## src/rtl/jsle_pkg.sv

```systemverilog
package jsle_pkg;

    localparam int LA_DEPTH = 6;
    localparam int TAG_LEN  = 7;

    typedef logic [7:0] byte_t;
    typedef logic [2:0] la_count_t;

    localparam byte_t CH_BSLASH = 8'h5C;
    localparam byte_t CH_DQUOTE = 8'h22;
    localparam byte_t CH_SQUOTE = 8'h27;
    localparam byte_t CH_CR     = 8'h0D;
    localparam byte_t CH_LF     = 8'h0A;
    localparam byte_t CH_SLASH  = 8'h2F;
    localparam byte_t CH_LOW_R  = 8'h72;
    localparam byte_t CH_LOW_N  = 8'h6E;
    localparam byte_t CH_UP_A   = 8'h41;
    localparam byte_t CH_UP_Z   = 8'h5A;
    localparam byte_t CASE_BIT  = 8'h20;

    localparam byte_t SCRIPT_TAG [TAG_LEN] = '{8'h2F, 8'h73, 8'h63, 8'h72, 8'h69, 8'h70, 8'h74};

    // output byte source
    localparam logic [1:0] SEL_QUOTE = 2'd0;
    localparam logic [1:0] SEL_HEAD  = 2'd1;
    localparam logic [1:0] SEL_LOOK  = 2'd2;

    typedef struct packed {
        logic       load;
        logic       ld_char;
        logic       ld_eos;
        logic [1:0] sel;
        logic       emit;
        logic       pfx;
        logic       consume;
        logic       last;
        logic       done;
    } cmd_t;

    typedef struct packed {
        logic count_zero;
        logic count_gt1;
        logic count_full;
        logic started;
        logic quote_wrap;
        logic need_pfx;
        logic out_free;
    } status_t;

    function automatic byte_t to_lower(input byte_t c);
        byte_t r;
        r = c;
        if (c >= CH_UP_A && c <= CH_UP_Z)
        begin
            r = c | CASE_BIT;
        end
        return r;
    endfunction

    function automatic logic need_prefix(input byte_t c, input logic aq, input logic script);
        logic r;
        r = (c == CH_BSLASH) || (c == CH_DQUOTE) || (c == CH_CR) || (c == CH_LF)
            || ((c == CH_SQUOTE) && !aq) || ((c == CH_SLASH) && script);
        return r;
    endfunction

    function automatic byte_t esc_char(input byte_t c);
        byte_t r;
        r = c;
        if (c == CH_CR)
        begin
            r = CH_LOW_R;
        end
        else if (c == CH_LF)
        begin
            r = CH_LOW_N;
        end
        return r;
    endfunction

endpackage

```

## src/rtl/jsle_datapath.sv

```systemverilog
module jsle_datapath (
    input  logic              clk,
    input  logic              rst_n,
    input  logic [7:0]        in_char,
    input  logic              cfg_we,
    input  logic              cfg_wdata,
    input  logic              out_ready,
    input  jsle_pkg::cmd_t    cmd,
    output jsle_pkg::status_t sts,
    output logic              out_valid,
    output logic [7:0]        out_char,
    output logic              out_done,
    output logic              out_last
);

    jsle_pkg::byte_t    look_reg [jsle_pkg::LA_DEPTH];
    jsle_pkg::la_count_t count_reg;
    jsle_pkg::byte_t    head_reg;
    logic               head_script_reg;
    logic               started_reg;
    logic               aq_reg;

    logic               out_valid_reg;
    jsle_pkg::byte_t    out_char_reg;
    logic               out_done_reg;
    logic               out_last_reg;

    logic               full;
    logic               script_hit;
    jsle_pkg::byte_t    sel_byte;
    logic               sel_script;
    jsle_pkg::byte_t    emit_byte;

    assign full = (count_reg == jsle_pkg::la_count_t'(jsle_pkg::LA_DEPTH));

    // window: six waiting bytes plus the incoming one
    always_comb
    begin
        script_hit = 1'b1;
        for (int i = 0; i < jsle_pkg::LA_DEPTH; i++)
        begin
            if (jsle_pkg::to_lower(look_reg[i]) != jsle_pkg::SCRIPT_TAG[i])
            begin
                script_hit = 1'b0;
            end
        end
        if (jsle_pkg::to_lower(in_char) != jsle_pkg::SCRIPT_TAG[jsle_pkg::TAG_LEN-1])
        begin
            script_hit = 1'b0;
        end
    end

    always_comb
    begin
        case (cmd.sel)
            jsle_pkg::SEL_HEAD:
            begin
                sel_byte   = head_reg;
                sel_script = head_script_reg;
            end
            jsle_pkg::SEL_LOOK:
            begin
                sel_byte   = look_reg[0];
                sel_script = 1'b0;
            end
            default:
            begin
                sel_byte   = jsle_pkg::CH_DQUOTE;
                sel_script = 1'b0;
            end
        endcase
    end

    assign emit_byte = cmd.pfx ? jsle_pkg::CH_BSLASH : jsle_pkg::esc_char(sel_byte);

    assign sts.count_zero = (count_reg == '0);
    assign sts.count_gt1  = (count_reg > jsle_pkg::la_count_t'(1));
    assign sts.count_full = full;
    assign sts.started    = started_reg;
    assign sts.quote_wrap = aq_reg;
    assign sts.need_pfx   = jsle_pkg::need_prefix(sel_byte, aq_reg, sel_script);
    assign sts.out_free   = !out_valid_reg || out_ready;

    // lookahead bytes and head byte: payload, no reset
    always_ff @(posedge clk)
    begin
        if (cmd.load && cmd.ld_char)
        begin
            if (full)
            begin
                head_reg        <= look_reg[0];
                head_script_reg <= script_hit;
                for (int i = 0; i < jsle_pkg::LA_DEPTH - 1; i++)
                begin
                    look_reg[i] <= look_reg[i+1];
                end
                look_reg[jsle_pkg::LA_DEPTH-1] <= in_char;
            end
            else
            begin
                look_reg[count_reg] <= in_char;
            end
        end
        else if (cmd.consume)
        begin
            for (int i = 0; i < jsle_pkg::LA_DEPTH - 1; i++)
            begin
                look_reg[i] <= look_reg[i+1];
            end
        end
        if (cmd.emit)
        begin
            out_char_reg <= emit_byte;
            out_done_reg <= cmd.done;
            out_last_reg <= cmd.last;
        end
    end

    always_ff @(posedge clk or negedge rst_n)
    begin
        if (!rst_n)
        begin
            count_reg     <= '0;
            started_reg   <= 1'b0;
            aq_reg        <= 1'b0;
            out_valid_reg <= 1'b0;
        end
        else
        begin
            if (cfg_we)
            begin
                aq_reg <= cfg_wdata;
            end
            if (cmd.load)
            begin
                started_reg <= !cmd.ld_eos;
                if (cmd.ld_char && !full)
                begin
                    count_reg <= count_reg + 3'd1;
                end
            end
            else if (cmd.consume)
            begin
                count_reg <= count_reg - 3'd1;
            end
            if (cmd.emit)
            begin
                out_valid_reg <= 1'b1;
            end
            else if (out_ready)
            begin
                out_valid_reg <= 1'b0;
            end
        end
    end

    assign out_valid = out_valid_reg;
    assign out_char  = out_char_reg;
    assign out_done  = out_done_reg;
    assign out_last  = out_last_reg;

endmodule

```

## config.mk

```make
export PLATFORM = sky130hd
export DESIGN_NAME = jsle_datapath
export DESIGN_NICKNAME = d
export VERILOG_FILES = /design/src/rtl/jsle_pkg.sv /design/src/rtl/jsle_datapath.sv
export SDC_FILE = /design/constraint.sdc
export NUM_CORES = 1
export LEC_CHECK = 0
export BUFFER_PORTS_ARGS = -buffer_cell sky130_fd_sc_hd__buf_2
export CAP_MARGIN = 20
export CORE_UTILIZATION = 52
export DETAILED_ROUTE_END_ITERATION = 10
export GPL_TIMING_DRIVEN = 0
export PLACE_DENSITY = 0.72
export SLEW_MARGIN = 20
export SYNTH_ARGS = -nofsm -noshare
export SYNTH_HDL_FRONTEND = slang
export SYNTH_SLANG_ARGS = --single-unit
```

## constraint.sdc

```tcl
create_clock -name clk -period 3.6 [get_ports clk]
set_clock_uncertainty 0.15 [all_clocks]
set_input_delay 0.18 -clock clk [delete_from_list [all_inputs] [get_ports clk]]
set_output_delay 0.18 -clock clk [all_outputs]
set_load 0.005 [all_outputs]
```

* Word-level counts from Yosys, hierarchy flattened *
Memories as Yosys holds them, arrays and structs flattened.
Index checks and enable logic that the tools add are counted.

storage, ports and cells
  flip-flop bits (word level) = 25
  bits in writable memories = 48
  input bits = 23
  output and inout port bits = 18
  memories kept = 1

memory list
  memory    depth  width  read ports  clocked after Yosys merged registers in  wr ports  RTL line             RTL
  look_reg  6      8      6           0                                        6         jsle_datapath.sv:16  jsle_pkg::byte_t look_reg [jsle_pkg::LA_DEPTH];

cells by class
  $add $sub $neg = 2
  $lt $le $gt $ge = 15
  eq/ne operators = 17
  mux-type cells = 34
  bitwise operators = 5
  reduce and logical (&&, ||, !) cells = 30

operators by type and width
  cell                                                            number
  >= comparator 8 x 7 -> 1 bit, second input constant             7
  less-or-equal comparator 8 x 7 -> 1 bit, second input constant  7
  2-to-1 mux 6 bit                                                9
  2-to-1 mux 8 bit                                                6
  != test 8 x 7 -> 1 bit, second input constant                   6
  equality test 8 x 6 -> 1 bit, second input constant             3
  equality test 8 x 4 -> 1 bit, second input constant             2
  one-hot mux 8 bit (2 select lines)                              1
  2-to-1 mux 1 bit                                                14
  2-to-1 mux 3 bit                                                4
  logical AND 1 bit                                               11
  equality test 8 x 7 -> 1 bit, second input constant             1
  != test 8 x 6 -> 1 bit, second input constant                   1
  OR reduction 8 bit                                              1
  logical OR 1 bit                                                6
  OR reduction 6 bit                                              1
  OR 1 bit                                                        5
  zero test 1 bit                                                 4
  AND reduction 2 bit                                             2
  nonzero test 2 bit                                              2
  adder 3 x 1 -> 3 bit, second input constant                     1
  equality test 3 bit, second input constant                      1
  greater-than comparator 3 x 1 -> 1 bit, second input constant   1
  zero test 3 bit                                                 1
  other kinds (6)                                                 6

* Depth between registers and ports, before layout *
Gate-level depths: netlist (run 1).

  depth in word-level cells = 8
  mapped depth = 7
  mapped depth without buffers = 6

* Worst setup path after synthesis (run 1) *
OpenSTA, ideal clock, no wires.

  path kind = reg-to-reg
  from = register count_reg[0]
  to = memory look_reg[1][0] in the netlist's numbering, enable pin
  data arrival time = 2.016 ns
  data required time = 3.116 ns
  setup slack = 1.099 ns
  stages on the path, launching flop included = 8
  path buffers = 1
  cell sequence = dfrtp_1 -> buf_2 -> inv_1 -> ha_1 -> and2_1 -> nor2b_1 -> a21oi_1 -> nand2b_1

RTL lines
  element                 RTL line              RTL
  start, declared         jsle_datapath.sv:17   jsle_pkg::la_count_t count_reg;
  start signal, assigned  jsle_datapath.sv:139  count_reg <= count_reg + 3'd1;
  start signal, assigned  jsle_datapath.sv:144  count_reg <= count_reg - 3'd1;
  end, declared           jsle_datapath.sv:16

==> impl_metrics.toml, run 1 <==
[yosys]
seq_area_frac_synth_pct = 62.3
synth.distinct_cells = 43
synth_top_area_cell = "edfxtp_1"
yosysMostFrequentCell = "edfxtp_1"
synth.top_cell.area_share_pct = 58.0
async_reset_ff_share_pct = 8.22
synthFlopType = "edfxtp_1"
syn_area_mm2 = 0.00347
synth_commonest_cells = "edfxtp_1, mux2_2, nand2_1"
ys_ff_latch = 73
synth_nets = 261
ys_warn_count = 0
avgSynthCellArea_um2 = 15.0
syn-instance-count = 231
synthTopCellsByArea = "edfxtp_1, mux2_2, dfrtp_1"
synth-edff-count = 67

[worst_setup_path]
worstReg2RegEnd = "look_reg[4][0]$_DFFE_PP_"
crit_chain = "buf_2, inv_1, ha_1, and2_1, nor2b_1, a21oi_1, nand2_1"
max_stage_delay_ns = 0.71
startpoint_type = "flop"
rrSetupSlack_ns = 0.55
worstSetupEndpointType = "flop"
cp_data_required_time_ns = 3.45
ff2ff_path_depth = 7
crit_slowest_cell = "nor2b_1"
critical_path.endpoint = "look_reg[4][0]$_DFFE_PP_"
cp.depth = 7
crit_path_max_fanout = 10
r2r_start = "count_reg[0]$_DFFE_PN0P_"
crit_family = "simple AND/OR/NAND/NOR gates"
cp-startpoint = "count_reg[0]$_DFFE_PN0P_"
arrival_ns = 2.91
worstSetupPathType = "flop to flop"
crit_buf_inv = 2

[timing]
setup_viol = 0
relSlewSlack_pct = 42.8
period_needed_ns = 3.05
hold_viol_final = 0
rsz0062_at_grt = "false"
tightest_slew_ns = 0.856
finalMaxSlewViolations = 0
finalSetupTns_ns = 0
fmax_ghz = 0.327
period_share_pct = 84.9

[place]
routabilityCongestion = 0.795
dp_hpwl_mm = 4.66
dpl.cell_count = 348
dpl-instance-area_mm2 = 0.00377
port_buffers = 40

[floorplan]
core_area_mm2 = 0.00639
dieHeight_um = 83.7
rows = 29
initial_utilization_pct = 54.3
ios = 41
die_w_um = 83.7
dieArea_mm2 = 0.00701

[clocking]
cts_hold_buf = 16
path_clk_slew_ns = 0.07
cts-root-buf = "clkbuf_8"
cts_tree = "built"
postCtsSetupRepairBufs = 0
cts_buffers = 9
insertion_delay_ns = 0.34
clockBufferDepth = 2
htree_levels = 3
cts_resized = 0
cts_sinks = 73

[job]
drv_cap = 0

[grt]
grt-ovfl-total = 0
grt_pass1_vias = 2116
grt_pass1_wl_mm = 10.1
grt_use_total_pct = 19.3
grt_antenna_before_repair = 0
grt_max_degree = 12

[routing]
post-route-drc-count = 0
viasPerCell = 5.67
vias = 2155
drtIter0Drc = 95
routed_wl_mm = 6.36
route.antenna.remaining_nets = 0
wl_per_cell_um = 16.7
dr.pass1.iters = 4

[cells_and_area]
areaGrowthSynthToFinish_pct = 18.2
stdcell_count = 380
nFillCells = 480
nets = 328
largest_reg_flops = 48
drive_above_1_share_pct = 37.0
diodes = 0
design_area_mm2 = 0.00410
multiInputGateArea_mm2 = 0.00123
seq_area_mm2 = 0.00216

[outcome]
outcome = "completed"

[min_path]
min_path_type = "input port to async pin"

[pwr]
cellLeakagePower_nw = 1.51
ir_worst_vdd_uv = 387
powerDensity_mw_per_mm2 = 543
p_total_w = 0.00223
==> stage by stage <==
stage	hold WS, ns	util (%)	setup WS, ns
after CTS	0.0291	64.2	0.523
final	0.0369	64.2	0.545
after global routing	0.0362	64.2	0.318
after detailed placement	-0.140	59.0	0.548
after floorplan	-0.266	-	1.10
after global placement	-0.142	59.0	0.583
==> cells in the final DEF (no fill, tap or decap), types with 4 or more instances in the layout <==
cell,n
dfrtp_1,6
inv_1,6
nor2_1,8
nand3_1,4
a22oi_1,5
a21oi_1,5
mux2_2,41
nor4b_1,5
ha_1,7
nor3_1,4
dlygate4sd3_1,16
nand2_1,9
nand2b_1,5
o211ai_1,4
nand4b_1,4
buf_2,45
edfxtp_1,67
nor4_1,4
clkbuf_8,11
==> layout make-up <==
cell class	count	area share [%]
Inverter	6	0.549
Multi-Input combinational cell	143	29.9
Clock buffer	13	3.87
Sequential cell	73	52.7
Buffer	9	1.46
Tap cell	77	2.35
Timing Repair Buffer	56	8.79
Clock inverter	3	0.366
==> metal layers <==
metal,vias to the layer above,track usage (%),share of wire [%],routed length [um]
met5,-,0,0,0
met4,0,7.09,1.3,84
met3,9,4.85,3.5,222
met2,45,33.8,51,3220
met1,1053,23.1,45,2840
li1,1048,-,-,-
==> worst register-to-register path: cells and delay by family (launching register included) <==
family	cells	cell delay [ns]
flip-flops	1	0.41
AO/OA/AOI/OAI	1	0.27
adder cells (fa/ha/maj)	1	0.21
buffers and inverters	2	0.38
AND/OR/NAND/NOR	3	1.30
==> power breakdown <==
group,internal (W),switching (W)
logic,0.000227,0.000254
clock network,0.000285,0.000273
registers,0.00111,0.0000831
==> cells by family (layout without fill, tap and decap cells) <==
group | Yosys count | in the layout | synth area share, %
XOR/XNOR | 2 | 2 | 0.505
AND/OR/NAND/NOR | 62 | 62 | 11.8
adder cells (fa/ha/maj) | 7 | 7 | 2.52
multiplexers | 42 | 42 | 13.6
buffers and inverters | 15 | 87 | 2.38
AO/OA/AOI/OAI | 30 | 30 | 6.96
flip-flops | 73 | 73 | 62.3
==> worst min-delay path by stage <==
stage,cells after the start,to,slack [ns]
finish,2,out_valid$_DFFE_PN0P_,0.04
floorplan,0,aq_reg$_DFFE_PN0P_,-0.27
global placement,1,started_reg$_DFFE_PN0P_,-0.14
CTS,2,started_reg$_DFFE_PN0P_,0.03
global route,2,count_reg[1]$_DFFE_PN0P_,0.04
detailed placement,1,count_reg[1]$_DFFE_PN0P_,-0.14
No activity file was read; power rests on OpenSTA's default activity.
==> run 2, diff against run 1 <==
--- a/config.mk
+++ b/config.mk
@@ -5,12 +5,13 @@
 export SDC_FILE = /design/constraint.sdc
 export NUM_CORES = 1
 export LEC_CHECK = 0
+export ABC_AREA = 1
 export BUFFER_PORTS_ARGS = -buffer_cell sky130_fd_sc_hd__buf_2
 export CAP_MARGIN = 20
 export CORE_UTILIZATION = 52
 export DETAILED_ROUTE_END_ITERATION = 10
 export GPL_TIMING_DRIVEN = 0
-export PLACE_DENSITY = 0.72
+export PLACE_DENSITY = 0.75
 export SLEW_MARGIN = 20
 export SYNTH_ARGS = -nofsm -noshare
 export SYNTH_HDL_FRONTEND = slang
==> constraint.sdc (replaced) <==
create_clock -name clk -period 2.8 [get_ports clk]
set_clock_uncertainty 0.15 [all_clocks]
set_input_delay 0.14 -clock clk [delete_from_list [all_inputs] [get_ports clk]]
set_output_delay 0.14 -clock clk [all_outputs]
set_load 0.005 [all_outputs]
==> run 2 against run 1 <==
Critical path depth up 1; worst setup slack worse by 0.22 ns; synthesized cell count up 52%; die area grew 3.1%; utilization up 1.9 points; first-iteration DRC count rose by 79%; cell count grew 32%; highest routed layer unchanged; sequential cell count stayed put; power is 46% higher.
==> impl_metrics.toml, run 2 <==
[outcome]
outcome = "completed"

[clocking]
cts_buffers = 9
cts_tree = "built"
htree_levels = 3
clockBufferDepth = 2
insertion_delay_ns = 0.34
path_clk_slew_ns = 0.08
cts-root-buf = "clkbuf_8"
postCtsSetupRepairBufs = 0
cts_resized = 0
cts_sinks = 73

[yosys]
ys_ff_latch = 73
syn_area_mm2 = 0.00358
synth_commonest_cells = "nand2_1, edfxtp_1, inv_1"
synth-edff-count = 67
seq_area_frac_synth_pct = 60.4
synthFlopType = "edfxtp_1"
synth.top_cell.area_share_pct = 56.2
avgSynthCellArea_um2 = 10.2
yosysMostFrequentCell = "nand2_1"
async_reset_ff_share_pct = 8.22
ys_warn_count = 0
synth.distinct_cells = 29
syn-instance-count = 351
synthTopCellsByArea = "edfxtp_1, nand2_1, dfrtp_1"
synth_top_area_cell = "edfxtp_1"
synth_nets = 381

[job]
drv_cap = 0

[grt]
grt-ovfl-total = 0
grt_use_total_pct = 23.1
grt_max_degree = 14
grt_pass1_wl_mm = 12.4
grt_antenna_before_repair = 0
grt_pass1_vias = 2680

[timing]
fmax_ghz = 0.405
finalSetupTns_ns = 0
period_needed_ns = 2.47
relSlewSlack_pct = 41.1
setup_viol = 0
finalMaxSlewViolations = 0
tightest_slew_ns = 0.884
period_share_pct = 88.3
rsz0062_at_grt = "false"
hold_viol_final = 0
setup_slack_ns = 0.329

[floorplan]
ios = 41
rows = 29
dieArea_mm2 = 0.00723
initial_utilization_pct = 55.2
dieHeight_um = 85
core_area_mm2 = 0.00649
die_w_um = 85

[routing]
drtIter0Drc = 170
viasPerCell = 5.39
routed_wl_mm = 7.64
route.antenna.remaining_nets = 0
post-route-drc-count = 0
wl_per_cell_um = 15.2
vias = 2712
dr.pass1.iters = 5

[place]
dpl-instance-area_mm2 = 0.00388
routabilityCongestion = 0.840
dp_slack_ns = 0.334
dp_hpwl_mm = 5.47
port_buffers = 40

[min_path]
min_path_type = "input port to flop"
holdCritStartpoint = "cmd[9]"

[pwr]
internal_power_w = 0.00226
seqPwrFrac_pct = 50.1
switchingPower_w = 0.00100
p_clk_share_pct = 28.3
powerDensity_mw_per_mm2 = 758
swShare_pct = 30.7
ir_worst_vdd_uv = 415
p_total_w = 0.00326
comb_power_share_pct = 21.7
cellLeakagePower_nw = 1.88

[cells_and_area]
largest_reg_flops = 48
final_core_util_pct = 66.2
drive_above_1_share_pct = 20.2
final_common_cell = "nand2_1"
design_area_mm2 = 0.00430
diodes = 0
nets = 451
areaGrowthSynthToFinish_pct = 20.0
nFillCells = 530
most-common-layout-cells = "nand2_1, edfxtp_1, buf_2"

[worst_setup_path]
r2r_start = "count_reg[0]$_DFFE_PN0P_"
cp-startpoint = "count_reg[0]$_DFFE_PN0P_"
cp_data_required_time_ns = 2.65
worstSetupEndpointType = "flop"
worstSetupPathType = "flop to flop"
crit_path_max_fanout = 10
arrival_ns = 2.32
startpoint_type = "flop"
run 2: cell count changes after synthesis, moves of 7 or more:
| cell | before | now |
|---|---|---|
| nand2_1 | 9 | 109 |
| mux2_2 | 41 | 0 |
| inv_1 | 6 | 31 |
| o21ai_1 | 0 | 25 |
| nor2_1 | 8 | 29 |
| o21ai_0 | 1 | 13 |
| nand3_1 | 4 | 13 |
| o21ai_2 | 0 | 7 |
run 2: cells by family (layout without fill, tap and decap cells):
group	count (synthesis)	after routing	share of synthesized area (%)
AO/OA/AOI/OAI	50	50	7.79
XOR/XNOR	3	3	0.734
adder cells (fa/ha/maj)	7	7	2.44
buffers and inverters	44	119	6.46
flip-flops	73	73	60.4
AND/OR/NAND/NOR	174	174	22.2
run 2: what timing repair did:
item                       CTS  global route
hold endpoints to repair    33             0
setup endpoints to repair    0             0
hold buffers                19             0
run 2: layer usage:
| metal | routed length (um) | part of all wire, % | vias to the layer above | track usage, % |
|---|---|---|---|---|
| met1 | 3130 | 41 | 1249 | 27.0 |
| met4 | 235 | 3.1 | 0 | 10.9 |
| met5 | 0 | 0 | - | 0 |
| li1 | - | - | 1330 | - |
| met3 | 413 | 5.4 | 24 | 4.86 |
| met2 | 3860 | 51 | 109 | 40.8 |
run 2: worst max-delay path: stages (launching register included):
cell and delay [ns]:
dfrtp_1 0.61, inv_2 0.17, ha_1 0.24, nand2_2 0.13, nand2_4 0.09, inv_6 0.10
nand4_4 0.15, buf_6 0.21, nand2_1 0.28
run 2: power groups by stage:
stage / sequential [W] / clock [W] / combinational [W]
after CTS: 0.00163 / 0.000939 / 0.000708
after floorplan: 0.00160 / 0 / 0.000491
final: 0.00163 / 0.000921 / 0.000706
after detailed placement: 0.00165 / 0 / 0.000685
after global placement: 0.00164 / 0 / 0.000648
after global routing: 0.00165 / 0.000985 / 0.000790
run 2: path summary, 6_finish.rpt:
| check | end | slack (ns) | depth (start not counted) |
|---|---|---|---|
| worst min-delay path | started_reg$_DFFE_PN0P_ | 0.02 | 4 |
| worst min register to register | head_reg[7]$_DFFE_PP_ | 0.35 | 0 |
| max in group asynchronous | count_reg[1]$_DFFE_PN0P_ | 1.69 | 3 |
| worst max-delay path | look_reg[1][3]$_DFFE_PP_ | 0.33 | 8 |
| min in group asynchronous | out_valid$_DFFE_PN0P_ | 0.60 | 3 |
| worst max register to register | look_reg[1][3]$_DFFE_PP_ | 0.33 | 8 |
run 2: metrics by stage:
stage	std cells	hold WS [ns]
finish	503	0.0234
global route	503	0.0435
CTS	503	0.00585
detailed placement	468	-0.181
global placement	468	-0.184
floorplan	351	-0.306
run 2: layout make-up:
class / count / area, um2 / share of cell area, %
sequential: 73 / 2160 / 50.3
multi-input combinational: 234 / 1190 / 27.7
tap: 77 / 96.3 / 2.24
timing repair buffer: 59 / 390 / 9.08
inverter: 33 / 129 / 3.00
buffer: 11 / 103 / 2.39
clock buffer: 10 / 138 / 3.20
clock inverter: 6 / 91.3 / 2.13
==> run 3, diff against run 2 <==
--- a/config.mk
+++ b/config.mk
@@ -12,6 +12,7 @@
 export DETAILED_ROUTE_END_ITERATION = 10
 export GPL_TIMING_DRIVEN = 0
 export PLACE_DENSITY = 0.75
+export RECOVER_POWER = 100
 export SLEW_MARGIN = 20
 export SYNTH_ARGS = -nofsm -noshare
 export SYNTH_HDL_FRONTEND = slang
==> run 3 against run 2 <==
Utilization down 0.48 points; maximum frequency is 2.8% lower; sequential cell count did not move; first-iteration DRC count grew 4.7%; via count about the same; highest routed layer unchanged; power decreased by 0.76%.
==> impl_metrics.toml, run 3 (synthesized netlist as in run 2, its figures left out) <==
[cells_and_area]
nets = 451
final_common_cell = "nand2_1"
areaGrowthSynthToFinish_pct = 19.1
drive_above_1_share_pct = 16.0
nFillCells = 537
largest_reg_flops = 48
most-common-layout-cells = "nand2_1, edfxtp_1, o21ai_0"
diodes = 0

[routing]
wl_met3_um = 495
drtIter0Drc = 178
viasPerCell = 5.40
wl_met2_mm = 3.84
dr.pass1.iters = 6
wl_per_cell_um = 15.2
route.antenna.remaining_nets = 0
routed_wl_mm = 7.66
vias = 2714
highest_layer = "met4"
post-route-drc-count = 0
wl_met1_mm = 3.08

[worst_setup_path]
critPathMostFrequentCell = "nand2_1"
worstSetupEndpointType = "flop"
cp_data_required_time_ns = 2.65
max_stage_delay_ns = 0.61
crit_path_max_fanout = 10
worstSetupPathType = "flop to flop"
arrival_ns = 2.39
crit_slowest_cell = "dfrtp_1"
crit_chain = "inv_2, ha_1, nand2_1, nand2_4, inv_6, nand4_4, buf_6, nand2_1"
startpoint_type = "flop"

[clocking]
insertion_delay_ns = 0.34
cts_buffers = 9
postCtsSetupRepairBufs = 0
path_clk_slew_ns = 0.08
cts_tree = "built"
cts-root-buf = "clkbuf_8"
cts_sinks = 73
htree_levels = 3
clockBufferDepth = 2

[timing]
finalSetupTns_ns = 0
period_share_pct = 90.8
hold_viol_final = 0
rsz0062_at_grt = "false"
tightest_slew_ns = 0.879
fmax_ghz = 0.393
period_needed_ns = 2.54
finalMaxSlewViolations = 0
setup_viol = 0
relSlewSlack_pct = 41.4
setup_slack_ns = 0.258

[place]
port_buffers = 40
dp_slack_ns = 0.334
dp_hpwl_mm = 5.47
routabilityCongestion = 0.840

[pwr]
powerDensity_mw_per_mm2 = 758
cellLeakagePower_nw = 1.84
ir_worst_vdd_uv = 413
p_total_w = 0.00323

[floorplan]
die_w_um = 85
initial_utilization_pct = 55.2
dieHeight_um = 85
core_area_mm2 = 0.00649
dieArea_mm2 = 0.00723
rows = 29
ios = 41

[outcome]
outcome = "completed"

[grt]
grt_pass1_vias = 2680
grt_max_degree = 14
grt_pass1_wl_mm = 12.4
grt-ovfl-total = 0
grt_use_total_pct = 23.1
grt_antenna_before_repair = 0

[job]
drv_cap = 0

[min_path]
min_path_type = "input port to flop"
-- run 3: critical path: cells and delay by family (launching register included) --
family | cells | cell delay, ns
adders and majority gates | 1 | 0.24
DFF | 1 | 0.61
buffers and inverters | 3 | 0.48
and+or+nand+nor | 4 | 0.73
-- run 3: layer usage --
layer  GRT usage, %  vias to the layer above
li1               -                     1326
met2           40.8                      121
met5              0                        -
met3           4.86                       23
met1           27.0                     1244
met4           10.9                        0
-- run 3: timing repair --
item / in CTS / in global routing
hold buffers: 19 / 0
gates resized for setup: 0 / 0
hold endpoints to repair: 33 / 0
-- run 3: path summary, 6_finish.rpt --
| check | from | to | slack, ns | cells past startpoint |
|---|---|---|---|---|
| worst max-delay path | count_reg[0]$_DFFE_PN0P_ | look_reg[3][2]$_DFFE_PP_ | 0.26 | 8 |
| worst min-delay path | cmd[9] | started_reg$_DFFE_PN0P_ | 0.03 | 4 |
| worst max register to register | count_reg[0]$_DFFE_PN0P_ | look_reg[3][2]$_DFFE_PP_ | 0.26 | 8 |
| worst min register to register | started_reg$_DFFE_PN0P_ | started_reg$_DFFE_PN0P_ | 0.34 | 2 |
| max in group asynchronous | rst_n | count_reg[1]$_DFFE_PN0P_ | 1.70 | 3 |
| min in group asynchronous | rst_n | out_valid$_DFFE_PN0P_ | 0.60 | 3 |
-- run 3: cell type report --
type / count / area (um2) / area share [%]
buffer: 11 / 103 / 2.40
clock buffer: 10 / 138 / 3.23
clock inverter: 6 / 91.3 / 2.14
inverter: 33 / 129 / 3.02
multi-input combinational: 234 / 1170 / 27.5
sequential: 73 / 2160 / 50.7
tap: 77 / 96.3 / 2.26
timing repair buffer: 59 / 373 / 8.74
-- run 3: where the power goes --
part / internal [W] / switching (W)
logic: 0.000249 / 0.000435
clock network: 0.000527 / 0.000394
registers: 0.00147 / 0.000165
total: 0.00224 / 0.000993
-- run 3: metrics by stage --
step | cells | instance area, um2 | hold WS (ns) | utilization [%]
6_report | 503 | 4270 | 0.0252 | 65.7
5_1_grt | 503 | 4270 | 0.0435 | 65.7
4_1_cts | 503 | 4300 | 0.00585 | 66.2
3_5_place_dp | 468 | 3880 | -0.181 | 59.7
3_3_place_gp | 468 | 3880 | -0.184 | 59.7
2_1_floorplan | 351 | 3580 | -0.306 | -
