===== config.mk =====
export PLATFORM = sky130hd
export DESIGN_NAME = jsle_ctrl
export DESIGN_NICKNAME = d
export VERILOG_FILES = /design/src/rtl/jsle_pkg.sv /design/src/rtl/jsle_ctrl.sv
export SDC_FILE = /design/constraint.sdc
export NUM_CORES = 1
export LEC_CHECK = 0
export BUFFER_PORTS_ARGS = -buffer_cell sky130_fd_sc_hd__buf_2
export CAP_MARGIN = 20
export CORE_MARGIN = 8
export CORE_UTILIZATION = 44
export DETAILED_ROUTE_END_ITERATION = 6
export GPL_TIMING_DRIVEN = 0
export PLACE_DENSITY = 0.7
export SLEW_MARGIN = 10
export SYNTH_ARGS = -nofsm -noshare
export SYNTH_HDL_FRONTEND = slang
export SYNTH_SLANG_ARGS = --single-unit
export TNS_END_PERCENT = 50

===== constraint.sdc =====
create_clock -name clk -period 1.45 [get_ports clk]
set_input_delay 0.29 -clock clk [delete_from_list [all_inputs] [get_ports clk]]
set_output_delay 0.29 -clock clk [all_outputs]
set_load 0.01 [all_outputs]

===== src/rtl/jsle_pkg.sv =====
package jsle_pkg;

    localparam int LA_DEPTH = 6;
    localparam int TAG_LEN  = 7;

    typedef logic [7:0] byte_t;
    typedef logic [2:0] la_count_t;

    localparam byte_t CH_BSLASH = 8'h5C;
    localparam byte_t CH_DQUOTE = 8'h22;
    localparam byte_t CH_SQUOTE = 8'h27;
    localparam byte_t CH_CR     = 8'h0D;
    localparam byte_t CH_LF     = 8'h0A;
    localparam byte_t CH_SLASH  = 8'h2F;
    localparam byte_t CH_LOW_R  = 8'h72;
    localparam byte_t CH_LOW_N  = 8'h6E;
    localparam byte_t CH_UP_A   = 8'h41;
    localparam byte_t CH_UP_Z   = 8'h5A;
    localparam byte_t CASE_BIT  = 8'h20;

    localparam byte_t SCRIPT_TAG [TAG_LEN] = '{8'h2F, 8'h73, 8'h63, 8'h72, 8'h69, 8'h70, 8'h74};

    // output byte source
    localparam logic [1:0] SEL_QUOTE = 2'd0;
    localparam logic [1:0] SEL_HEAD  = 2'd1;
    localparam logic [1:0] SEL_LOOK  = 2'd2;

    typedef struct packed {
        logic       load;
        logic       ld_char;
        logic       ld_eos;
        logic [1:0] sel;
        logic       emit;
        logic       pfx;
        logic       consume;
        logic       last;
        logic       done;
    } cmd_t;

    typedef struct packed {
        logic count_zero;
        logic count_gt1;
        logic count_full;
        logic started;
        logic quote_wrap;
        logic need_pfx;
        logic out_free;
    } status_t;

    function automatic byte_t to_lower(input byte_t c);
        byte_t r;
        r = c;
        if (c >= CH_UP_A && c <= CH_UP_Z)
        begin
            r = c | CASE_BIT;
        end
        return r;
    endfunction

    function automatic logic need_prefix(input byte_t c, input logic aq, input logic script);
        logic r;
        r = (c == CH_BSLASH) || (c == CH_DQUOTE) || (c == CH_CR) || (c == CH_LF)
            || ((c == CH_SQUOTE) && !aq) || ((c == CH_SLASH) && script);
        return r;
    endfunction

    function automatic byte_t esc_char(input byte_t c);
        byte_t r;
        r = c;
        if (c == CH_CR)
        begin
            r = CH_LOW_R;
        end
        else if (c == CH_LF)
        begin
            r = CH_LOW_N;
        end
        return r;
    endfunction

endpackage


===== src/rtl/jsle_ctrl.sv =====
module jsle_ctrl (
    input  logic              clk,
    input  logic              rst_n,
    input  logic              in_valid,
    input  logic              in_no_char,
    input  logic              in_eos,
    output logic              in_ready,
    input  jsle_pkg::status_t sts,
    output jsle_pkg::cmd_t    cmd
);

    localparam logic [2:0] ST_IDLE  = 3'd0;
    localparam logic [2:0] ST_OPEN  = 3'd1;
    localparam logic [2:0] ST_HEAD  = 3'd2;
    localparam logic [2:0] ST_FLUSH = 3'd3;
    localparam logic [2:0] ST_CLOSE = 3'd4;

    logic [2:0] state_reg, state_next;
    logic       phase_reg, phase_next;
    logic       has_head_reg, has_head_next;
    logic       eos_reg, eos_next;

    logic       accept;
    logic       ignore_item;
    logic       entry_head;
    logic [2:0] entry_st;
    logic [2:0] after_head;
    logic [2:0] after_open;
    logic [2:0] after_flush;

    assign in_ready    = (state_reg == ST_IDLE);
    assign accept      = in_valid && in_ready;
    assign ignore_item = in_no_char && !in_eos;
    assign entry_head  = !in_no_char && sts.count_full;

    // step following the head byte / opening quote (post-load buffer state)
    assign after_head  = !eos_reg ? ST_IDLE :
                         !sts.count_zero ? ST_FLUSH :
                         sts.quote_wrap ? ST_CLOSE : ST_IDLE;
    assign after_open  = has_head_reg ? ST_HEAD : after_head;
    assign after_flush = sts.count_gt1 ? ST_FLUSH :
                         sts.quote_wrap ? ST_CLOSE : ST_IDLE;

    // first step of a fresh item, from pre-load buffer state
    always_comb
    begin
        if (!sts.started && sts.quote_wrap)
        begin
            entry_st = ST_OPEN;
        end
        else if (entry_head)
        begin
            entry_st = ST_HEAD;
        end
        else if (in_eos && (!in_no_char || !sts.count_zero))
        begin
            entry_st = ST_FLUSH;
        end
        else if (in_eos && sts.quote_wrap)
        begin
            entry_st = ST_CLOSE;
        end
        else
        begin
            entry_st = ST_IDLE;
        end
    end

    always_comb
    begin
        state_next    = state_reg;
        phase_next    = phase_reg;
        has_head_next = has_head_reg;
        eos_next      = eos_reg;
        cmd           = '0;
        cmd.sel       = jsle_pkg::SEL_QUOTE;
        case (state_reg)
            ST_IDLE:
            begin
                if (accept && !ignore_item)
                begin
                    cmd.load      = 1'b1;
                    cmd.ld_char   = !in_no_char;
                    cmd.ld_eos    = in_eos;
                    has_head_next = entry_head;
                    eos_next      = in_eos;
                    phase_next    = 1'b0;
                    state_next    = entry_st;
                end
            end
            ST_OPEN:
            begin
                cmd.sel = jsle_pkg::SEL_QUOTE;
                if (sts.out_free)
                begin
                    cmd.emit   = 1'b1;
                    cmd.last   = (after_open == ST_IDLE);
                    state_next = after_open;
                end
            end
            ST_HEAD:
            begin
                cmd.sel = jsle_pkg::SEL_HEAD;
                if (sts.out_free)
                begin
                    cmd.emit = 1'b1;
                    if (!phase_reg && sts.need_pfx)
                    begin
                        cmd.pfx    = 1'b1;
                        phase_next = 1'b1;
                    end
                    else
                    begin
                        cmd.last   = (after_head == ST_IDLE);
                        phase_next = 1'b0;
                        state_next = after_head;
                    end
                end
            end
            ST_FLUSH:
            begin
                cmd.sel = jsle_pkg::SEL_LOOK;
                if (sts.out_free)
                begin
                    cmd.emit = 1'b1;
                    if (!phase_reg && sts.need_pfx)
                    begin
                        cmd.pfx    = 1'b1;
                        phase_next = 1'b1;
                    end
                    else
                    begin
                        cmd.consume = 1'b1;
                        cmd.last    = (after_flush == ST_IDLE);
                        phase_next  = 1'b0;
                        state_next  = after_flush;
                    end
                end
            end
            ST_CLOSE:
            begin
                cmd.sel = jsle_pkg::SEL_QUOTE;
                if (sts.out_free)
                begin
                    cmd.emit   = 1'b1;
                    cmd.last   = 1'b1;
                    state_next = ST_IDLE;
                end
            end
            default:
            begin
                state_next = ST_IDLE;
            end
        endcase
        cmd.done = cmd.last && eos_reg;
    end

    always_ff @(posedge clk or negedge rst_n)
    begin
        if (!rst_n)
        begin
            state_reg    <= ST_IDLE;
            phase_reg    <= 1'b0;
            has_head_reg <= 1'b0;
            eos_reg      <= 1'b0;
        end
        else
        begin
            state_reg    <= state_next;
            phase_reg    <= phase_next;
            has_head_reg <= has_head_next;
            eos_reg      <= eos_next;
        end
    end

endmodule


# ---- Yosys cells after proc, flatten, opt, wreduce, memory -nomap -nowiden
# Cells that the tools add are included.
dict set report classes {
  n_addsub 0
  multipliers 0
  div 0
  n_lt_le_gt_ge 0
  eq_ne 12
  shifts 0
  mux 34
  bitwise 0
  n_reduce_logical 26
}
# op count
set ops {}
lappend ops {{$mux W3} 18}
lappend ops {{$pmux W3 S5} 1}
lappend ops {{$logic_not A3 Y1} 4}
lappend ops {{$ne A2 B2 Y1 const B} 6}
lappend ops {{$logic_and A1 B1 Y1} 9}
lappend ops {{$pmux W3 S3} 1}
lappend ops {{$mux W1} 8}
lappend ops {{$reduce_and A7 Y1} 1}
lappend ops {{$eq A3 B2 Y1 const B} 2}
lappend ops {{$logic_not A1 Y1} 6}
lappend ops {{$mux W2} 2}
lappend ops {{$mux W4} 1}
lappend ops {{$ne A2 B1 Y1 const B} 2}
lappend ops {{$pmux W1 S2} 2}
lappend ops {{$pmux W1 S4} 1}
lappend ops {{$reduce_or A2 Y1} 2}
lappend ops {{$eq A3 B1 Y1 const B} 1}
lappend ops {{$eq A3 B3 Y1 const B} 1}
lappend ops {{$reduce_and A3 Y1} 1}
lappend ops {{$reduce_and A2 Y1} 1}
lappend ops {{$reduce_bool A2 Y1} 1}
lappend ops {{$logic_or A1 B1 Y1} 1}
dict set report totals {
  regBits 6
  latch_bits 0
  mem_bits_rw 0
  romBits 0
  input_bits 12
  memories 0
}

# ---- Logic depth before layout (Yosys ltp)
# Gate-level depths: netlist of run 1.
dict set report depth {
  ltp_word 8
  ltp_mapped 5
}

# ---- Worst setup path after synthesis of run 1
# No wires, ideal clock.
dict set report synth_path {
  kind {flip-flop to output port}
  from {register state_reg[0]}
  to {output cmd[1] (netlist name)}
  t_arrival_ps 1255
  slack_ps -95
  path_stages_with_launch 6
  path_buffers 1
  path_cell_list {dfrtp_1 > buf_6 > or3b_4 > o41ai_1 > a21oi_1 > nor2b_1}
}
# item line_no
set synth_rtl {}
lappend synth_rtl {{from (decl)} jsle_ctrl.sv:18} ;# logic [2:0] state_reg, state_next;
lappend synth_rtl {{from (signal assigned)} jsle_ctrl.sv:169} ;# state_reg <= state_next;
lappend synth_rtl {{to (decl)} jsle_ctrl.sv:9} ;# output jsle_pkg::cmd_t cmd

==> results of run 1 <==
where the power goes:
part	switching [W]	total [W]	internal [W]	leakage, nW
combinational	0.000776	0.00165	0.000876	0.450
clock	0.0000537	0.000147	0.0000932	0.0138
sequential	0.000101	0.000345	0.000244	0.0751
total	0.000930	0.00214	0.00121	0.539
timing repair:
action	4_1_cts	5_1_grt
endpoints found under the hold margin	6	0
endpoints found under the setup margin	11	16
pin swaps	3	6
hold buffers	1	0
resized for setup	13	21
buffers inserted	5	14
cells by family (layout without fill, tap and decap cells):
kind of cell	count (synthesis)	count (layout)	synth area share, %
muxes	1	1	1.48
AOI/OAI and AO/OA	28	28	32.7
DFF	6	6	22.2
buffers and inverters	10	55	8.32
and+or+nand+nor	35	35	35.3
area by class of cell:
| class | instances | area, µm² | share of cell area, % |
|---|---|---|---|
| Multi-Input combinational cell | 64 | 551 | 49.1 |
| Timing Repair Buffer | 42 | 305 | 27.2 |
| Inverter | 6 | 30.0 | 2.68 |
| Tap cell | 16 | 20.0 | 1.78 |
| Sequential cell | 6 | 151 | 13.5 |
| Buffer | 4 | 42.5 | 3.79 |
| Clock buffer | 3 | 22.5 | 2.01 |
worst paths after layout:
check	start	endpoint	slack (ns)	cells after the start
worst max-delay path	state_reg[0]	cmd[1]	-0.37	6
worst min-delay path	sts[4]	has_head_reg	0.33	2
worst max register to register	state_reg[0]	state_reg[2]	-0.29	7
worst min register to register	phase_reg	phase_reg	0.54	1
max in group asynchronous	rst_n	state_reg[1]	0.88	2
min in group asynchronous	rst_n	has_head_reg	0.41	2
worst max-delay path, cell delays in order (launching register included):
cell	delay [ns]
dfrtp_1	0.40
buf_6	0.14
or3b_4	0.39
o41ai_4	0.07
a21oi_2	0.06
nor2b_1	0.11
buf_2	0.13
stage by stage:
| step | cell area (µm²) | util (%) | std cells | total power, W | hold slack (ns) |
|---|---|---|---|---|---|
| floorplan | 684 | - | 80 | 0.00108 | -0.00559 |
| global placement | 815 | 55.4 | 118 | 0.00135 | 0.115 |
| detailed placement | 815 | 55.4 | 118 | 0.00135 | 0.119 |
| CTS | 940 | 63.9 | 127 | 0.00170 | 0.321 |
| global route | 1120 | 76.3 | 141 | 0.00228 | 0.332 |
| finish | 1120 | 76.3 | 141 | 0.00214 | 0.325 |
cells in the final DEF, fill, tap and decap left out, drive strengths merged, types with 2 or more instances in the layout:
| master | n |
|---|---|
| buf | 45 |
| nor2 | 7 |
| a21oi | 7 |
| nor2b | 6 |
| dfrtp | 6 |
| inv | 5 |
| o21ai | 4 |
| nand2 | 4 |
| o22ai | 3 |
| clkbuf | 3 |
| nand2b | 3 |
| o2bb2ai | 3 |
| a211oi | 3 |
| or3b | 2 |
| and3 | 2 |
| a22o | 2 |
| nand3 | 2 |
metal layers:
layer / share of wire [%] / wire [µm] / global-route usage [%] / up-vias
met5: 0 / 0 / 0 / -
met4: 0.64 / 15 / 5.63 / 0
met3: 4.8 / 111 / 3.88 / 2
met2: 51 / 1180 / 22.1 / 28
met1: 44 / 1020 / 14.1 / 389
li1: - / - / - / 387
==> summary.md, run 1 <==
The flow ran to the end, but the final reports show violations. The checks that failed: setup timing. In this run, the number of DRC markers left after iteration 0 of detailed routing was 17.

The run gives 788 as the via count of the first global-routing pass. The tree is rooted in a clkbuf_4. The final weighted congestion of routability-driven global placement was 0.829. The floorplan step set the die height to 55.2 µm. Across the VDD grid, the largest voltage drop is 0.00100 V. Clock skew on the completed layout was measured at 0.00355 ns. The depth of the CTS H-tree came out at 1. The critical path is of the reg2out type. The initial antenna violation count was 0. The post-synthesis sequential element count works out to 6. The type of element launching the critical path was a flop. Post-detailed-route wirelength per cell: 16.5 µm. For this run, the number of Yosys warnings is 0.

No sink is reached through more buffers than the 2 on the longest clock path. In the synthesized netlist, the number of instances is 80. The tool flagged a number of max-cap violations equal to 0. The tools report the final number of max-transition violations as 0. When the netlist entered floorplanning its net count stood at 92. Number of clock sinks seen by CTS: 6.

The growth of design area from synthesis to finish was 65.8%; the number of detailed-routing iterations run before antenna repair was 6. Post-synthesis area per instance: 8.46 µm². The cell area that synthesis handed to floorplanning was 677 µm². The tools report the wire length reported by the detailed router as 2330 µm. The run gives -0.371 ns as the final critical-path setup slack. In the post-synthesis netlist, the biggest area contributors are dfrtp_1 (22%), nor2b_1 (5.5%), a21oi_1 (4.4%). The filler cells instantiated in the layout total 92. Data arrives at the worst endpoint at 1.53 ns. Detailed placement finished with a half-perimeter wire length of 1430 µm.

At the pin with the least slew margin, the transition time is 0.370 ns. The number of clock buffers added by TritonCTS is 3. Derived from the worst setup path, the maximum achievable clock frequency is 549 MHz. Shortest clock period the worst path allows after layout: 1.82 ns. The standard-cell row count was 14; the routed via count divided by cell count was 5.72. The logs give 0 for the DRC violation count after routing and 12.9% for the all-layer global routing usage. The number of failing hold endpoints at the final stage is 0. After layout, the worst path uses 126% of the clock period. Port buffering added 22 buffers.

The number of antenna diodes in the final layout is 0. In this run the power density over the cells is 1910 nW/µm². The die width is 55.2 µm. The flip-flop count of the largest register, all copies and words added came out at 3.

The leakage power total was 0.539 nW. The via count of the routed design is 806, and the clock insertion delay at the later pin of the skew report is 0.24 ns. The ratio of cells with drive above 1 in the final layout was 60.8%; the relative max-transition margin was 75.3%. The endpoint type of the worst setup path is an output port.

The tools report the number of different library cells in the post-synthesis netlist as 43. Setup violations remaining at the end of the flow were counted as 16. The path class of the tightest hold or removal check is in2reg.

For this run, the register share of the synthesized area comes to 22.2%. For this run the aggregate overflow at the end of global routing stands at 0. For this run, asynchronously set or reset flops after synthesis account for 100%. Entering global routing, the biggest net connects 11 pins.

Setup repair after global routing could not meet its margin everywhere. The die area is 3050 µm². Clock slew at the register clock pins of the worst setup and hold paths: 0.05 ns. During I/O placement, the number of pins put on the boundary was 23. The setup slack at placement came out at -0.179 ns.

Along the worst path, the maximum fanout reaches 4. The commonest cells after synthesis are a21oi_1 (6), dfrtp_1 (6), nor2_1 (6), nor2b_1 (6), inv_1 (5). The tools report the number of antenna-violating nets in the routed design as 0. Initial core utilization: 46.0%. The fraction of post-synthesis cell area in the top cell type by area is 22.2%, and the final-stage net count is 139.

Leading register cell type out of synthesis: dfrtp_1. The core region is 1470 µm². The library cell with the largest summed area after synthesis was dfrtp_1. The summed negative setup slack over all endpoints is -3.37 ns. For the first-pass GRT wire length, the log shows 3430 µm. The tools report the required arrival time at the worst endpoint as 1.16 ns. TritonCTS built the clock tree.

Yosys mapped a number of flops with a built-in enable equal to 0.
Power figures use the tool's default switching activity.
==> run 2, diff against run 1 <==
PLACE_DENSITY = 0.78   (was 0.7)
==> run 2 against run 1 <==
Compared with the run above: critical endpoint is now cmd[8]; register-to-register slack gained 0.06 ns; clock skew grew 0.012 ns; the flow still finishes with violations (setup timing); sequential share of layout area rose by 0.95 points; count of clock-buffer cells in the layout unchanged; maximum frequency down 5.2%; sequential power is 3% lower.
==> summary.md, run 2 (synthesis gave the netlist of run 1 again) <==
For the final number of max-transition violations, the log shows 0 (unchanged). Leaving out fill and tap cells, the most frequent cell in the layout is buf_2. The tools report the maximum number of buffers from clock root to sink as 2 (unchanged). The shortest clock period the worst path allows after layout came out at 1.92 ns (+0.0990 ns).

The final critical-path setup slack came out at -0.470 ns (-0.0990 ns). The tools report the data arrival time of the worst path as 1.63 ns (+0.10 ns). Setup repair after global routing could not meet its margin everywhere. Ratio of final minimum period to clock period: 132% (+6.8 points).

Ratio of cells with drive above 1 in the final layout: 53.7% (-7.1 points). For the required arrival time at the worst endpoint, the log shows 1.16 ns (about the same). The via count of the first global-routing pass was 786 (-0.25%). The die width works out to 55.2 µm (unchanged). The logs give 135 (-2.9%) for the final-stage net count and 13.9% (+1.0 points) for the all-layer global routing usage.

The standard-cell row count came out at 14 (unchanged). The run finished, with violations left. Power per unit of standard cell area: 1880 nW/µm² (-1.6%). The logs give 71.3% (-5.0 points) for the final core utilization and 519 µm² (-5.7%) for the multi-input combinational cell area.

The transition time of the tightest slew-check pin was 0.340 ns (-0.0297 ns). The layout filler cell count is 120 (+30%), and the post-route standard cell area excluding fillers is 1050 µm² (-6.6%). For the via count of the routed design, the log shows 804 (-0.25%).

DRC violation count after routing: 0 (unchanged). The final reports fail on setup timing. The library cells used most frequently in the layout, excluding fill and tap cells, are buf_2 (20), buf_4 (11), buf_6 (9), a21oi_1 (6), nor2b_1 (6). The peak supply drop was 0.00107 V (+6.8%). TritonCTS built the clock tree.

The worst hold-check slack is 0.304 ns (-0.0212 ns). The overflow left after global routing was 0 (unchanged); the wire length reported by the detailed router was 2330 µm (unchanged). The initial core utilization was 46.0% (unchanged); the number of maximum-capacitance violations was 0 (unchanged).

The vertical extent of the die was 55.2 µm (unchanged). Type of element launching the critical path: a flop. The number of buffer cells added on primary ports is 22 (unchanged), and the depth of the CTS H-tree is 1 (unchanged). The growth of design area from synthesis to finish was 54.9%. The clock slew at the register clock pins of the worst setup and hold paths was 0.06 ns (about the same); the die area was 3050 µm² (unchanged).

First-pass GRT wire length: 3550 µm (+3.6%). The worst hold path belongs to the class in2reg. The flip-flop count of the largest register, all copies and words added was 3 (unchanged). The number of clock sinks seen by CTS came out at 6 (unchanged). The post-detailed-route wirelength per cell is 17.0 µm (+2.9%), and the initial antenna violation count is 0 (unchanged). The number of detailed-routing iterations run before antenna repair is 4 (-2). The half-perimeter wire length after placement came out at 1480 µm (+3.1%). The tools report the number of CTS-inserted buffers as 3 (unchanged). The area of the core was 1470 µm² (unchanged). The maximum fanout along the worst path was 5 (+1). The logs give 23 (unchanged) for the number of placed I/O pins and 11 (unchanged) for the maximum number of pins on one net before global-route repair. The critical path is of the reg2out type. The logs give 16 (unchanged) for the number of setup violations in the final report and 0.0153 ns (+0.0118 ns) for the clock tree skew after final layout. Clock tree synthesis selected as its root buffer the cell clkbuf_4. The leakage power total is 0.500 nW (-7.1%), and the number of inserted diodes is 0 (unchanged). The run gives 151 µm² (unchanged) as the footprint of the flip-flops and latches. The run gives 77.3% (+2.0 points) as the relative max-transition margin. The clock insertion delay at the later pin of the skew report was 0.26 ns (+0.02 ns).

Detailed router's first-iteration violation count: 15 (-2). The number of antenna-violating nets in the routed design was 0 (unchanged); the routed via count divided by cell count was 5.87 (+2.7%). Endpoint type of the worst setup path: an output port. The final weighted congestion of routability-driven global placement was 0.837 (+1.0%); the instance area after placement was 815 µm² (unchanged).

The number of failing hold endpoints at the final stage is 0 (unchanged). The highest clock frequency the design can meet came out at 521 MHz (-5.2%). The run gives -5.08 ns (-1.71 ns) as the summed negative setup slack over all endpoints.
-- run 2: path summary, 6_finish.rpt --
kind,to,cells past startpoint,slack (ns),from
max,cmd[8],6,-0.47,state_reg[1]
min in group asynchronous,state_reg[2],2,0.38,rst_n
max reg2reg,state_reg[0],7,-0.23,state_reg[1]
max in group asynchronous,phase_reg,2,0.91,rst_n
min,has_head_reg,2,0.30,sts[4]
min reg2reg,phase_reg,1,0.54,phase_reg
-- run 2: worst max-delay path, cell delays in order, from the launching register on --
cell	delay, ns
dfrtp_2	0.43
buf_6	0.12
or3_4	0.42
clkinv_4	0.11
nand2_8	0.06
nor2_4	0.11
buf_6	0.11
-- run 2: metrics by stage --
| stage | setup WS [ns] | power (W) | cells |
|---|---|---|---|
| after global routing | -0.509 | 0.00209 | 137 |
| after floorplan | -0.0610 | 0.00108 | 80 |
| after global placement | -0.157 | 0.00133 | 118 |
| after CTS | -0.428 | 0.00172 | 129 |
| final | -0.470 | 0.00197 | 137 |
| after detailed placement | -0.197 | 0.00135 | 118 |
-- run 2: power by group --
| group | internal (W) | switching [W] |
|---|---|---|
| combinational | 0.000769 | 0.000697 |
| clock | 0.0000946 | 0.0000743 |
| sequential | 0.000244 | 0.0000909 |
| total | 0.00111 | 0.000863 |
-- run 2: layer usage --
layer  up-vias  wire, µm  track usage, %
met2        33      1180            23.4
met1       382       935            14.6
met3         7       133            2.74
li1        382         -               -
met5         -         0               0
met4         0        79            11.3
-- run 2: layout make-up --
type	count	area share, %
multi-input combinational	64	49.5
inverter	6	2.63
sequential	6	14.4
clock buffer	3	2.15
buffer	4	3.94
tap	16	1.91
timing repair buffer	38	25.4
-- run 2: repair_timing --
action,in CTS,in global routing
setup endpoints to repair,11,17
setup buffers,7,8
resized for setup,8,12
pin swaps,5,6
hold endpoints to repair,6,0
hold buffers,1,0
==> run 3, diff against run 2 <==
ABC_AREA = 1   (was default)
CORE_UTILIZATION = 43   (was 44)
PLACE_DENSITY = 0.77   (was 0.78)
==> run 3 against run 2 <==
Compared with the run above: the run still ends with setup timing left; worst setup slack better by 0.20 ns; via count grew 12%; global-route usage shrank 0.33 points; clock skew is 0.015 ns lower; worst hold slack improved by 0.077 ns; combinational power fell by 7%; first-iteration DRC count is 130% higher; count of clock-buffer cells in the layout is the same; maximum frequency is 12% higher; critical endpoint is now cmd[0]; highest routed layer unchanged.
==> summary.md, run 3 <==
Overflow left after global routing: 0 (unchanged). The clock slew at the register clock pins of the worst setup and hold paths is 0.04 ns (-0.02 ns). The tools report the switching power total as 0.000913 W (+5.9%). The run gives 20 (-53%) as the number of different library cells in the post-synthesis netlist. The most numerous cell type found on the critical path is nand2_1. The die area was 3030 µm² (-0.63%). The via count of the routed design is 897 (+12%), and the half-perimeter wire length after placement is 1370 µm (-7.4%). For the number of placed I/O pins, the log shows 23 (unchanged).

Of all cell types, the one taking the most synthesized area is dfrtp_1. By area the synthesized netlist is led by dfrtp_1 (23%), nand2_1 (19%), nor2_1 (11%). Type of element launching the critical path: a flop.

The category of cells accounting for the largest share of critical-path delay is simple AND/OR/NAND/NOR gates. Number of setup violations in the final report: 12 (-4). The run gives 0.574 nW (+15%) as the leakage power total. The tools report the reg2reg setup slack as -0.19 ns (+0.04 ns). The final weighted congestion of routability-driven global placement was 0.864 (+3.1%); the data arrival time of the worst path was 1.43 ns (-0.20 ns). The number of detailed-routing iterations run before antenna repair is 4 (unchanged), and the sequential share of power is 18.5% (+1.5 points). The instance area after placement is 786 µm² (-3.5%). The number of gates on the worst path with buffers counted works out to 8 (+2).

The layout filler cell count was 117 (-2.5%). The run gives -0.267 ns (+0.203 ns) as the final critical-path setup slack. The clock tree skew after final layout was 0.000629 ns (-0.0147 ns). The final reports fail on setup timing. In the layout the commonest cells are nand2_1 (29), buf_2 (21), nor2_1 (17), buf_4 (14), inv_1 (12). The warning count from the yosys run was 0 (unchanged); the die width was 55.0 µm (-0.32%). The combined buffer and inverter count along the critical path was 2 (-1). The fraction of post-synthesis cell area in the top cell type by area is 22.9% (+0.72 points).

The worst setup path is captured at an output port. The post-synthesis area per instance was 5.75 µm² (-32%); the share of async-settable or async-resettable flops after synthesis was 100% (unchanged). Most common cell after layout, fill and taps aside: nand2_1.

Transition time of the tightest slew-check pin: 0.246 ns (-0.0946 ns). The depth of the CTS H-tree was 1 (unchanged). Flip-flop count of the largest register, all copies and words added: 3 (unchanged). For the peak supply drop, the log shows 0.00114 V (+6.4%). The leading cell type by number of instances after synthesis is nand2_1. The depth of the worst register-to-register path came out at 9 (+2). The number of inserted diodes came out at 0 (unchanged). The run gives 7.7% (-0.9 points) as the clock share of power. The number of failing hold endpoints at the final stage was 0 (unchanged); the power share of the combinational group was 73.8% (-0.6 points).

The detailed router's first-iteration violation count is 35 (+20). Endpoint of the worst-slack reg-to-reg timing path: eos_reg. The logs give 83.6% (+6.3 points) for the relative max-transition margin and 3120 µm (-12%) for the first-pass GRT wire length. The initial core utilization came out at 44.6% (-1.4 points). The run gives 0 (unchanged) as the DRC violation count after routing. The run gives 171 (+27%) as the final-stage net count.

The initial antenna violation count is 0 (unchanged), and the summed negative setup slack over all endpoints is -1.92 ns (+3.16 ns). The logs give 114 (+43%) for the gate count after technology mapping and 582 MHz (+12%) for the highest clock frequency the design can meet. The post-synthesis sequential element count was 6 (unchanged); the ratio of final minimum period to clock period was 118% (-14 points). The growth of design area from synthesis to finish is 54.8% (about the same), and the clock insertion delay at the later pin of the skew report is 0.24 ns (-0.02 ns). Highest cell delay on the worst timing path: 0.38 ns (-0.05 ns). TritonCTS built the clock tree. Ranked by instance count, the synthesized netlist is headed by nand2_1 (33), nor2_1 (19), inv_1 (13). The number of clock sinks seen by CTS is 6 (unchanged), and the all-layer global routing usage is 13.6% (-0.33 points). The wire length reported by the detailed router was 2250 µm (-3.1%). The maximum number of buffers from clock root to sink came out at 2 (unchanged). The worst setup path endpoint was cmd[0]. The run gives 22.9% (+0.72 points) as the share of synthesized area occupied by flip-flops and latches. The switching share of power was 49.1% (+5.3 points).

Maximum number of pins on one net before global-route repair: 8 (-3). Slowest cell on the critical path: dfrtp_1. Number of enable flip-flop cells after synthesis: 0 (unchanged). The flow ran to the end, but the final reports show violations. The number of CTS-inserted buffers is 3 (unchanged), and the required arrival time at the worst endpoint is 1.16 ns (about the same). The worst setup path is of the reg2out kind. The maximum fanout along the worst path is 5 (unchanged).

The min-delay analysis places its worst path in the category in2reg. Setup repair after global routing could not meet its margin everywhere. The setup slack at placement came out at -0.181 ns (+0.0153 ns). For the post-route standard cell area excluding fillers, the log shows 1010 µm² (-3.2%). The via count of the first global-routing pass is 796 (+1.3%), and the routed via count divided by cell count is 5.18 (-12%). Power per unit of standard cell area: 1830 nW/µm² (-2.5%).

The final core utilization was 69.0% (-2.3 points). The internal power component was 0.000946 W (-15%). The launch point of the worst reg-to-reg path is state_reg[1].

The shortest clock period the worst path allows after layout is 1.72 ns (-0.203 ns), and the number of maximum-capacitance violations is 0 (unchanged). The final number of max-transition violations is 0 (unchanged). Among all flip-flop cells after synthesis, the most frequent one is dfrtp_1. The post-synthesis instance area is 656 µm² (-3.1%). The area of the core came out at 1470 µm² (unchanged). The number of buffer cells added on primary ports came out at 22 (unchanged). The ratio of cells with drive above 1 in the final layout was 47.1% (-6.6 points).

The standard-cell row count is 14 (unchanged). The tools report the total nets after synthesis as 126 (+37%). Start point of the critical path: state_reg[2]. Clock tree synthesis selected as its root buffer the cell clkbuf_4.

The number of antenna-violating nets in the routed design came out at 0 (unchanged). Walking the worst path, the cells encountered are inv_2, nand2_2, nor2_4, nand2_1, nand2_1, nand3_2, a21oi_2, buf_2. The post-detailed-route wirelength per cell is 13.0 µm (-23%). The vertical extent of the die was 55.0 µm (-0.32%).
[run 3: how the worst min path moves through the flow]
stage | endpoint | slack [ns] | cells after the start | start
final | has_head_reg | 0.38 | 3 | sts[4]
after global routing | has_head_reg | 0.40 | 3 | sts[4]
after CTS | has_head_reg | 0.38 | 3 | sts[4]
after detailed placement | phase_reg | 0.11 | 1 | rst_n
after global placement | phase_reg | 0.11 | 1 | rst_n
after floorplan | eos_reg | -0.006 | 0 | rst_n
[run 3: repair_timing]
item                                    4_1_cts  5_1_grt
pin swaps                                     1        3
setup buffers                                11        6
hold endpoints to repair                      6        0
resized for setup                            10       12
hold buffers                                  1        0
endpoints found under the setup margin       10       12
[run 3: cell type report]
| type | instances | area (µm²) | area share, % |
|---|---|---|---|
| clock buffer | 3 | 22.5 | 2.22 |
| inverter | 17 | 68.8 | 6.78 |
| multi-input combinational | 91 | 485 | 47.8 |
| sequential | 6 | 153 | 15.0 |
| tap | 16 | 20.0 | 1.97 |
| timing repair buffer | 40 | 265 | 26.1 |
[run 3: routing by layer]
layer / track usage [%] / up-vias / part of all wire, %
met2: 23.5 / 44 / 52
met3: 0.802 / 4 / 7.5
met5: 0 / - / 0
li1: - / 442 / -
met4: 7.60 / 0 / 1.6
met1: 16.2 / 407 / 39
[run 3: logic make-up (layout without fill, tap and decap cells)]
logic type,after synthesis,after routing,synth area share (%)
and+or+nand+nor,80,80,57.4
buffers and inverters,17,60,9.73
AOI/OAI and AO/OA,11,11,9.92
DFF,6,6,22.9
[run 3: power groups by stage]
stage               Sequential (W)  Clock, W  Combinational [W]
floorplan                 0.000303         0           0.000652
global placement          0.000319         0           0.000860
detailed placement        0.000321         0           0.000872
CTS                       0.000331  0.000153            0.00110
global route              0.000352  0.000156            0.00150
finish                    0.000343  0.000143            0.00137
[run 3: worst reg2reg max path, cell delays in order (launching register included)]
cell	delay, ns
dfrtp_2	0.48
nor2_4	0.16
nand2_4	0.07
nor3_4	0.21
nand2_2	0.09
buf_4	0.14
buf_4	0.12
buf_4	0.12
buf_4	0.12
o21ai_1	0.06
[run 3: through the flow]
stage	std cells	total power, W	hold WS [ns]
after floorplan	114	0.000955	-0.00559
after global placement	152	0.00118	0.113
after detailed placement	152	0.00119	0.114
after CTS	167	0.00159	0.376
after global routing	173	0.00201	0.399
final	173	0.00186	0.381
